$ cat src/design/wcnc_pkg.sv
// ----------------------------------------------------------------------------
// wcnc_pkg
// Shared constants, register codes and window helpers for the weak cell
// neighbour counter.
// ----------------------------------------------------------------------------
package wcnc_pkg;

    localparam int MAX_ROW_WIDTH = 256;
    localparam int COL_W         = $clog2(MAX_ROW_WIDTH);
    // compare width for column positions against the configured row width
    localparam int CMP_W         = (COL_W + 1 > 9) ? COL_W + 1 : 9;
    localparam int ADDR_W        = 4;

    localparam logic [1:0] REG_ROW_WIDTH      = 2'd0;
    localparam logic [1:0] REG_ROW_COUNT      = 2'd1;
    localparam logic [1:0] REG_WEAK_THRESHOLD = 2'd2;

    localparam logic [8:0]  ROW_WIDTH_RST = 9'd256;
    localparam logic [15:0] ROW_COUNT_RST = 16'd256;
    localparam logic [3:0]  THRESHOLD_RST = 4'd4;

    // three columns of three rows, oldest column in bits 0..2, top row lowest
    typedef logic [8:0] window_t;

    // centre occupied and fewer than thr occupied neighbours
    function automatic logic is_weak(window_t win, logic [3:0] thr);
        logic [3:0] cnt;
        cnt = 4'd0;
        for (int k = 0; k < 9; k++)
        begin
            if (k != 4)
            begin
                cnt = cnt + {3'b000, win[k]};
            end
        end
        return win[4] && (cnt < thr);
    endfunction

    // move each column up one row, leaving the bottom row empty
    function automatic window_t lift(window_t win);
        return (win >> 1) & 9'h0DB;
    endfunction

endpackage

$ cat src/design/weak_cell_neighbour_counter.sv
// ----------------------------------------------------------------------------
// weak_cell_neighbour_counter
// Streams a binary grid in row-major order, judges every occupied cell on
// its 3x3 neighbourhood and reports the number of weak cells once per grid.
// ----------------------------------------------------------------------------
//  channel | signals                                  | beat
//  --------+------------------------------------------+-----------------------
//  in      | in_valid, in_stall, occupied             | one cell
//  out     | out_valid, out_stall, weak_total         | one total per grid
//  cfg     | psel, penable, pwrite, paddr, pwdata,    | one register access
//          | prdata, pready                           |
//
//  One cell is taken every cycle while the input is not stalled; the line
//  store read for the next column is fetched at the edge that takes the
//  current cell, so the store port sets the one-cycle rate. The total is
//  registered at the edge that takes the final cell. Reset clears position,
//  accumulator and the line store valid bits at once, with no clearing pass.
//  Input stalls only when a grid's final cell meets a total held by out_stall.
module weak_cell_neighbour_counter
    import wcnc_pkg::*;
(
    input  logic              clk,
    input  logic              rst_n,
    input  logic              in_valid,
    output logic              in_stall,
    input  logic              occupied,
    output logic              out_valid,
    input  logic              out_stall,
    output logic [23:0]       weak_total,
    input  logic              psel,
    input  logic              penable,
    input  logic              pwrite,
    input  logic [ADDR_W-1:0] paddr,
    input  logic [31:0]       pwdata,
    output logic [31:0]       prdata,
    output logic              pready
);

    logic [8:0]  row_width_reg;
    logic [15:0] row_count_reg;
    logic [3:0]  threshold_reg;

    logic [COL_W-1:0] col_reg;
    logic [COL_W-1:0] col_next;
    logic [15:0]      row_reg;
    logic [15:0]      row_next;
    window_t          win_reg;
    logic [23:0]      acc_reg;
    logic             out_valid_reg;
    logic [23:0]      total_reg;

    // line store: bit 1 the row two above, bit 0 the row above
    logic [1:0]               line_mem [MAX_ROW_WIDTH];
    logic [MAX_ROW_WIDTH-1:0] line_vld_reg;
    logic [1:0]               rd_data_reg;
    logic                     rd_vld_reg;
    logic                     byp_reg;
    logic [1:0]               byp_data_reg;

    logic [CMP_W-1:0] width_eff;
    logic             last_col;
    logic             last_row;
    logic             in_acc;
    logic             cfg_wr;
    logic [1:0]       line_rd;
    logic [1:0]       wr_data;
    logic             o_bit;
    logic             p_bit;
    window_t          win_base;
    window_t          win_new;
    window_t          win_lift;
    logic             j0, j1, j2, j3;
    logic [2:0]       judged;
    logic [23:0]      acc_sum;

    // ---------------- configuration port ----------------
    assign pready = 1'b1;
    assign cfg_wr = psel && penable && pwrite && pready;

    always_ff @(posedge clk or negedge rst_n)
    begin
        if (!rst_n)
        begin
            row_width_reg <= ROW_WIDTH_RST;
            row_count_reg <= ROW_COUNT_RST;
            threshold_reg <= THRESHOLD_RST;
        end
        else if (cfg_wr)
        begin
            unique case (paddr[3:2])
                REG_ROW_WIDTH:      row_width_reg <= pwdata[8:0];
                REG_ROW_COUNT:      row_count_reg <= pwdata[15:0];
                REG_WEAK_THRESHOLD: threshold_reg <= pwdata[3:0];
                default:            ;
            endcase
        end
    end

    always_comb
    begin
        unique case (paddr[3:2])
            REG_ROW_WIDTH:      prdata = {23'd0, row_width_reg};
            REG_ROW_COUNT:      prdata = {16'd0, row_count_reg};
            REG_WEAK_THRESHOLD: prdata = {28'd0, threshold_reg};
            default:            prdata = 32'd0;
        endcase
    end

    // ---------------- grid position ----------------
    always_comb
    begin
        priority if (row_width_reg == 9'd0)
            width_eff = CMP_W'(1);
        else if (CMP_W'(row_width_reg) > CMP_W'(MAX_ROW_WIDTH))
            width_eff = CMP_W'(MAX_ROW_WIDTH);
        else
            width_eff = CMP_W'(row_width_reg);
    end

    assign last_col = (CMP_W'(col_reg) + CMP_W'(1)) >= width_eff;
    // a zero row count stands for 65536 rows
    assign last_row = ({1'b0, row_reg} + 17'd1) >= {row_count_reg == 16'd0, row_count_reg};

    assign in_stall = out_valid_reg && out_stall && last_col && last_row;
    assign in_acc   = in_valid && !in_stall;

    always_comb
    begin
        col_next = col_reg;
        row_next = row_reg;
        if (in_acc)
        begin
            if (last_col)
            begin
                col_next = '0;
                row_next = last_row ? 16'd0 : row_reg + 16'd1;
            end
            else
            begin
                col_next = col_reg + COL_W'(1);
            end
        end
    end

    // ---------------- line store ----------------
    // entries never written since reset read as empty
    assign line_rd = byp_reg ? byp_data_reg : (rd_vld_reg ? rd_data_reg : 2'b00);
    assign wr_data = {line_rd[0], occupied};

    always_ff @(posedge clk)
    begin
        if (in_acc)
        begin
            line_mem[col_reg] <= wr_data;
        end
        rd_data_reg  <= line_mem[col_next];
        byp_data_reg <= wr_data;
    end

    always_ff @(posedge clk or negedge rst_n)
    begin
        if (!rst_n)
        begin
            line_vld_reg <= '0;
            rd_vld_reg   <= 1'b0;
            byp_reg      <= 1'b0;
        end
        else
        begin
            if (in_acc)
            begin
                line_vld_reg[col_reg] <= 1'b1;
            end
            rd_vld_reg <= line_vld_reg[col_next];
            // single-column rows read back the entry written at the same edge
            byp_reg    <= in_acc && (col_next == col_reg);
        end
    end

    // ---------------- window and judging ----------------
    assign o_bit    = (row_reg >= 16'd2) && line_rd[1];
    assign p_bit    = (row_reg != 16'd0) && line_rd[0];
    assign win_base = (col_reg == '0) ? 9'd0 : win_reg;
    assign win_new  = (win_base >> 3) | {occupied, p_bit, o_bit, 6'd0};
    assign win_lift = lift(win_new);

    assign j0 = (row_reg != 16'd0) && (col_reg != '0) && is_weak(win_new, threshold_reg);
    assign j1 = (row_reg != 16'd0) && last_col && is_weak(win_new >> 3, threshold_reg);
    // last row: judge it at once against an empty row below
    assign j2 = last_row && (col_reg != '0) && is_weak(win_lift, threshold_reg);
    assign j3 = last_row && last_col && is_weak(win_lift >> 3, threshold_reg);

    assign judged  = {2'b00, j0} + {2'b00, j1} + {2'b00, j2} + {2'b00, j3};
    assign acc_sum = acc_reg + {21'd0, judged};

    always_ff @(posedge clk or negedge rst_n)
    begin
        if (!rst_n)
        begin
            col_reg <= '0;
            row_reg <= 16'd0;
            win_reg <= 9'd0;
            acc_reg <= 24'd0;
        end
        else if (in_acc)
        begin
            col_reg <= col_next;
            row_reg <= row_next;
            win_reg <= win_new;
            acc_reg <= (last_col && last_row) ? 24'd0 : acc_sum;
        end
    end

    // ---------------- result register ----------------
    always_ff @(posedge clk or negedge rst_n)
    begin
        if (!rst_n)
        begin
            out_valid_reg <= 1'b0;
        end
        else if (in_acc && last_col && last_row)
        begin
            out_valid_reg <= 1'b1;
        end
        else if (!out_stall)
        begin
            out_valid_reg <= 1'b0;
        end
    end

    always_ff @(posedge clk)
    begin
        if (in_acc && last_col && last_row)
        begin
            total_reg <= acc_sum;
        end
    end

    assign out_valid  = out_valid_reg;
    assign weak_total = total_reg;

    // ---------------- checks ----------------
    a_result_from_last_cell: assert property (@(posedge clk) disable iff (!rst_n)
        $rose(out_valid_reg) |-> $past(in_acc && last_col && last_row))
        else $error("total raised without a final cell");

    a_grid_restarts: assert property (@(posedge clk) disable iff (!rst_n)
        (in_acc && last_col && last_row) |=>
            (col_reg == '0) && (row_reg == 16'd0) && (acc_reg == 24'd0))
        else $error("position or accumulator not cleared after final cell");

    a_bypass_only_single_column: assert property (@(posedge clk) disable iff (!rst_n)
        byp_reg |-> (col_reg == '0))
        else $error("line store bypass outside column zero");

    a_total_not_overwritten: assert property (@(posedge clk) disable iff (!rst_n)
        (out_valid_reg && out_stall) |=> (total_reg == $past(total_reg)))
        else $error("held total overwritten");

endmodule

$ cat config.mk
export PLATFORM = sky130hd
export DESIGN_NAME = weak_cell_neighbour_counter
export DESIGN_NICKNAME = d
export VERILOG_FILES = /design/src/design/wcnc_pkg.sv /design/src/design/weak_cell_neighbour_counter.sv
export SDC_FILE = /design/constraint.sdc
export NUM_CORES = 1
export LEC_CHECK = 0
export BUFFER_PORTS_ARGS = -buffer_cell sky130_fd_sc_hd__buf_2
export CORE_ASPECT_RATIO = 1.25
export CORE_MARGIN = 3
export CORE_UTILIZATION = 45
export CTS_CLUSTER_DIAMETER = 120
export DETAILED_ROUTE_END_ITERATION = 10
export SKIP_CTS_REPAIR_TIMING = 1
export SLEW_MARGIN = 20
export SYNTH_ARGS = -nofsm -noshare
export SYNTH_HDL_FRONTEND = slang
export SYNTH_SLANG_ARGS = --single-unit
$ cat constraint.sdc
create_clock -name clk -period 27.9 [get_ports clk]
set_clock_uncertainty 0.05 [all_clocks]
set_input_delay 5.58 -clock clk [delete_from_list [all_inputs] [get_ports clk]]
set_output_delay 5.58 -clock clk [all_outputs]
set_load 0.02 [all_outputs]
==> out/qor.txt <==
# rows - 120
CP max FO - 13
Largest net degree at the start of global routing - 145
Layout cells sized above 1 - 16.09%
Number of flip-flops in the largest register - 512
Synth Flop Type - edfxtp_1
Fin crit share - 44.46%
Worst skew pair latency - 0.66 ns
Switching Share - 37.21%
Synth top cells by count - nand2_1 (656), edfxtp_1 (536), dfrtp_1 (339)
RSZ-0062 raised after global routing - false
GR Util met1 - 30.71%
Clock root buffer - clkbuf_16
Core box area - 85,880 um^2
Die width - 269.7 um
Die height - 335.6 um
CTS tree - done
H-Tree Depth - 3
DRT antenna net count - 0
TritonCTS buffer count - 88
Routed WL - 109,900 um
Design area - 43,310 um^2
Hold Crit Class - flop to flop
Met3 usage - 3.780%
Clock-pin slew on the worst setup and hold paths - 0.06 ns
Post-DP Area - 40,410 um^2
Final Max Slew Viols - 0
Worst slew margin - 20.52%
Final setup viols - 0
Reg power frac - 37.8%
Kind of critical path - input pin to output pin
Die area - 90,520 um^2
M2 GR Usage - 41.14%
Hold Vio Cnt, Final - 0
Clock power share - 29.2%
Via count - 26.87k
Critical Path RT - 22.27 ns
Dpl ws - 15.50 ns
Max_cap viols - 0
Vias in the first global route - 26.49k
Setup crit end kind - output pin
Global route overflow - 0
Ys async rst share - 38.78%
Synth-to-layout area growth - 10.74%
Initial antenna violation count - 0
Hold WS - 0.4102 ns
GPL Wtd Cong - 0.8265
Period minus WS final - 12.40 ns
Hpwl dp - 66,490 um
WL/cell - 23.32 um
Pleak - 17.70 nW
Yosys reg bits - 882
Drt pass-1 iters - 5
Top-area cell type share of the netlist area - 41.15%
Clk buf depth - 3
DRC viols - 0
PortBufs - 67
I/O pin count - 103
Max Fclk - 80.62 MHz
Cell Int Power - 2.572 mW
Clock sinks - 882
NetSw - 1.524 mW
Unique masters post-synth - 88
Synth area leader - edfxtp_1
DR vias/cell - 5.699
Final TNS setup - 0 ns
Setup crit start kind - input pin
Synth area leaders - edfxtp_1 (41%), dfrtp_1 (22%), nand2_1 (6.3%)
Outcome - finished, final reports clean
Gr busiest metal - met2
First-pass GRT wire length - 165,000 um
Nets@finish - 3,582
Initial cell density of the core - 45.54%
Maximum vdd drop - 62.23 uV
Mean post-synth cell area - 11.27 um^2
Final worst slack - 15.50 ns
Mapped Cells - 3,472
Worst EP arrival - 6.77 ns
Synthesized cell area - 39,110 um^2
Initial DRC count - 2,356
Seq/Total Area, Yosys - 63.24%
Most common cell in the netlist - nand2_1
Worst-Margin Slew - 1.192 ns
PwrDens - 94.56 nW/um^2
Combinational group share of total power - 33.0%
Ys Warns - 0
Post-synth EDFFs - 536
GRT Total Usage - 24.05%
[power groups by stage]
stage,registers [mW],clock network [mW],logic (mW)
final,1.55,1.19,1.35
after global routing,1.56,1.27,1.46
after CTS,1.55,1.21,1.35
after detailed placement,1.58,0,1.35
after global placement,1.57,0,1.34
after floorplan,1.62,0,0.879
[per-layer routing]
| layer | part of all wire, % | routed length, um | vias up |
|---|---|---|---|
| li1 | - | - | 12280 |
| met1 | 40 | 44300 | 13380 |
| met2 | 49 | 53900 | 1009 |
| met3 | 6.6 | 7290 | 203 |
| met4 | 4.0 | 4444 | 0 |
| met5 | 0 | 0 | - |
[layout make-up]
type | instances | area [um^2]
repair buffers | 118 | 774.5
well taps | 1159 | 1450
clock inverters | 45 | 447.9
diodes | 1 | 2.502
inverters | 54 | 212.7
fillers | 7659 | 42570
clock buffers | 121 | 2449
multi-input cells | 2335 | 13240
flip-flops and latches | 882 | 24740
[worst paths after layout]
| check | start | end | slack, ns | cells after the start |
|---|---|---|---|---|
| hold / removal | line_vld_reg[180] | line_vld_reg[180] | 0.41 | 1 |
| min in group asynchronous | rst_n | row_count_reg[12] | 4.84 | 1 |
| setup reg to reg | col_reg[0] | acc_reg[22] | 18.02 | 30 |
| max in group asynchronous | rst_n | line_vld_reg[104] | 21.41 | 2 |
| hold reg to reg | line_vld_reg[180] | line_vld_reg[180] | 0.41 | 1 |
| setup / recovery | paddr[2] | prdata[1] | 15.50 | 5 |
[worst max-delay path, stage by stage]
cell	delay, ns
buf_2	0.24
nor2b_1	0.57
nand2_1	0.11
o21ai_0	0.09
buf_2	0.19
[cell families (layout without fill, tap and decap cells)]
| group | count (synthesis) | in the layout | synth area share [%] |
|---|---|---|---|
| compound gates | 505 | 505 | 8.362 |
| xor+xnor | 42 | 42 | 0.9405 |
| fa+ha+maj | 59 | 59 | 2.118 |
| buf+inv | 270 | 338 | 3.266 |
| flops | 882 | 882 | 63.24 |
| mux | 137 | 137 | 3.551 |
| other cells | 2 | 18 | 0.01920 |
| simple gates | 1575 | 1575 | 18.50 |
[per-stage QoR]
| step | power [mW] | util (%) | cells |
|---|---|---|---|
| after floorplan | 2.499 | - | 3487 |
| after global placement | 2.913 | 47.05 | 4548 |
| after detailed placement | 2.926 | 47.05 | 4548 |
| after CTS | 4.115 | 50.42 | 4714 |
| after global routing | 4.281 | 50.43 | 4714 |
| final | 4.096 | 50.43 | 4715 |
[layout by cell type (no fill, tap or decap), types with 13 or more instances in the layout]
cell,Yosys,layout
dfrtp_1,339,339
or2_2,257,257
edfxtp_1,536,536
a21oi_1,125,124
nand3_1,180,180
a31oi_1,58,58
mux2_2,14,14
inv_1,47,47
clkbuf_1,86,23
nor2_1,310,309
buf_2,83,65
clkinv_2,0,19
clkbuf_16,0,90
o22ai_1,34,33
mux2i_1,123,123
xnor2_1,18,18
nand2_1,656,646
a211oi_1,25,25
o221ai_1,14,14
xor2_1,24,24
buf_4,32,48
o31ai_1,14,13
ha_1,47,47
conb_1,2,17
nand4_1,45,45
and3_1,36,36
nor3_1,26,26
o21ai_0,108,107
a32oi_1,20,20
(Power assumes the default switching activity.)
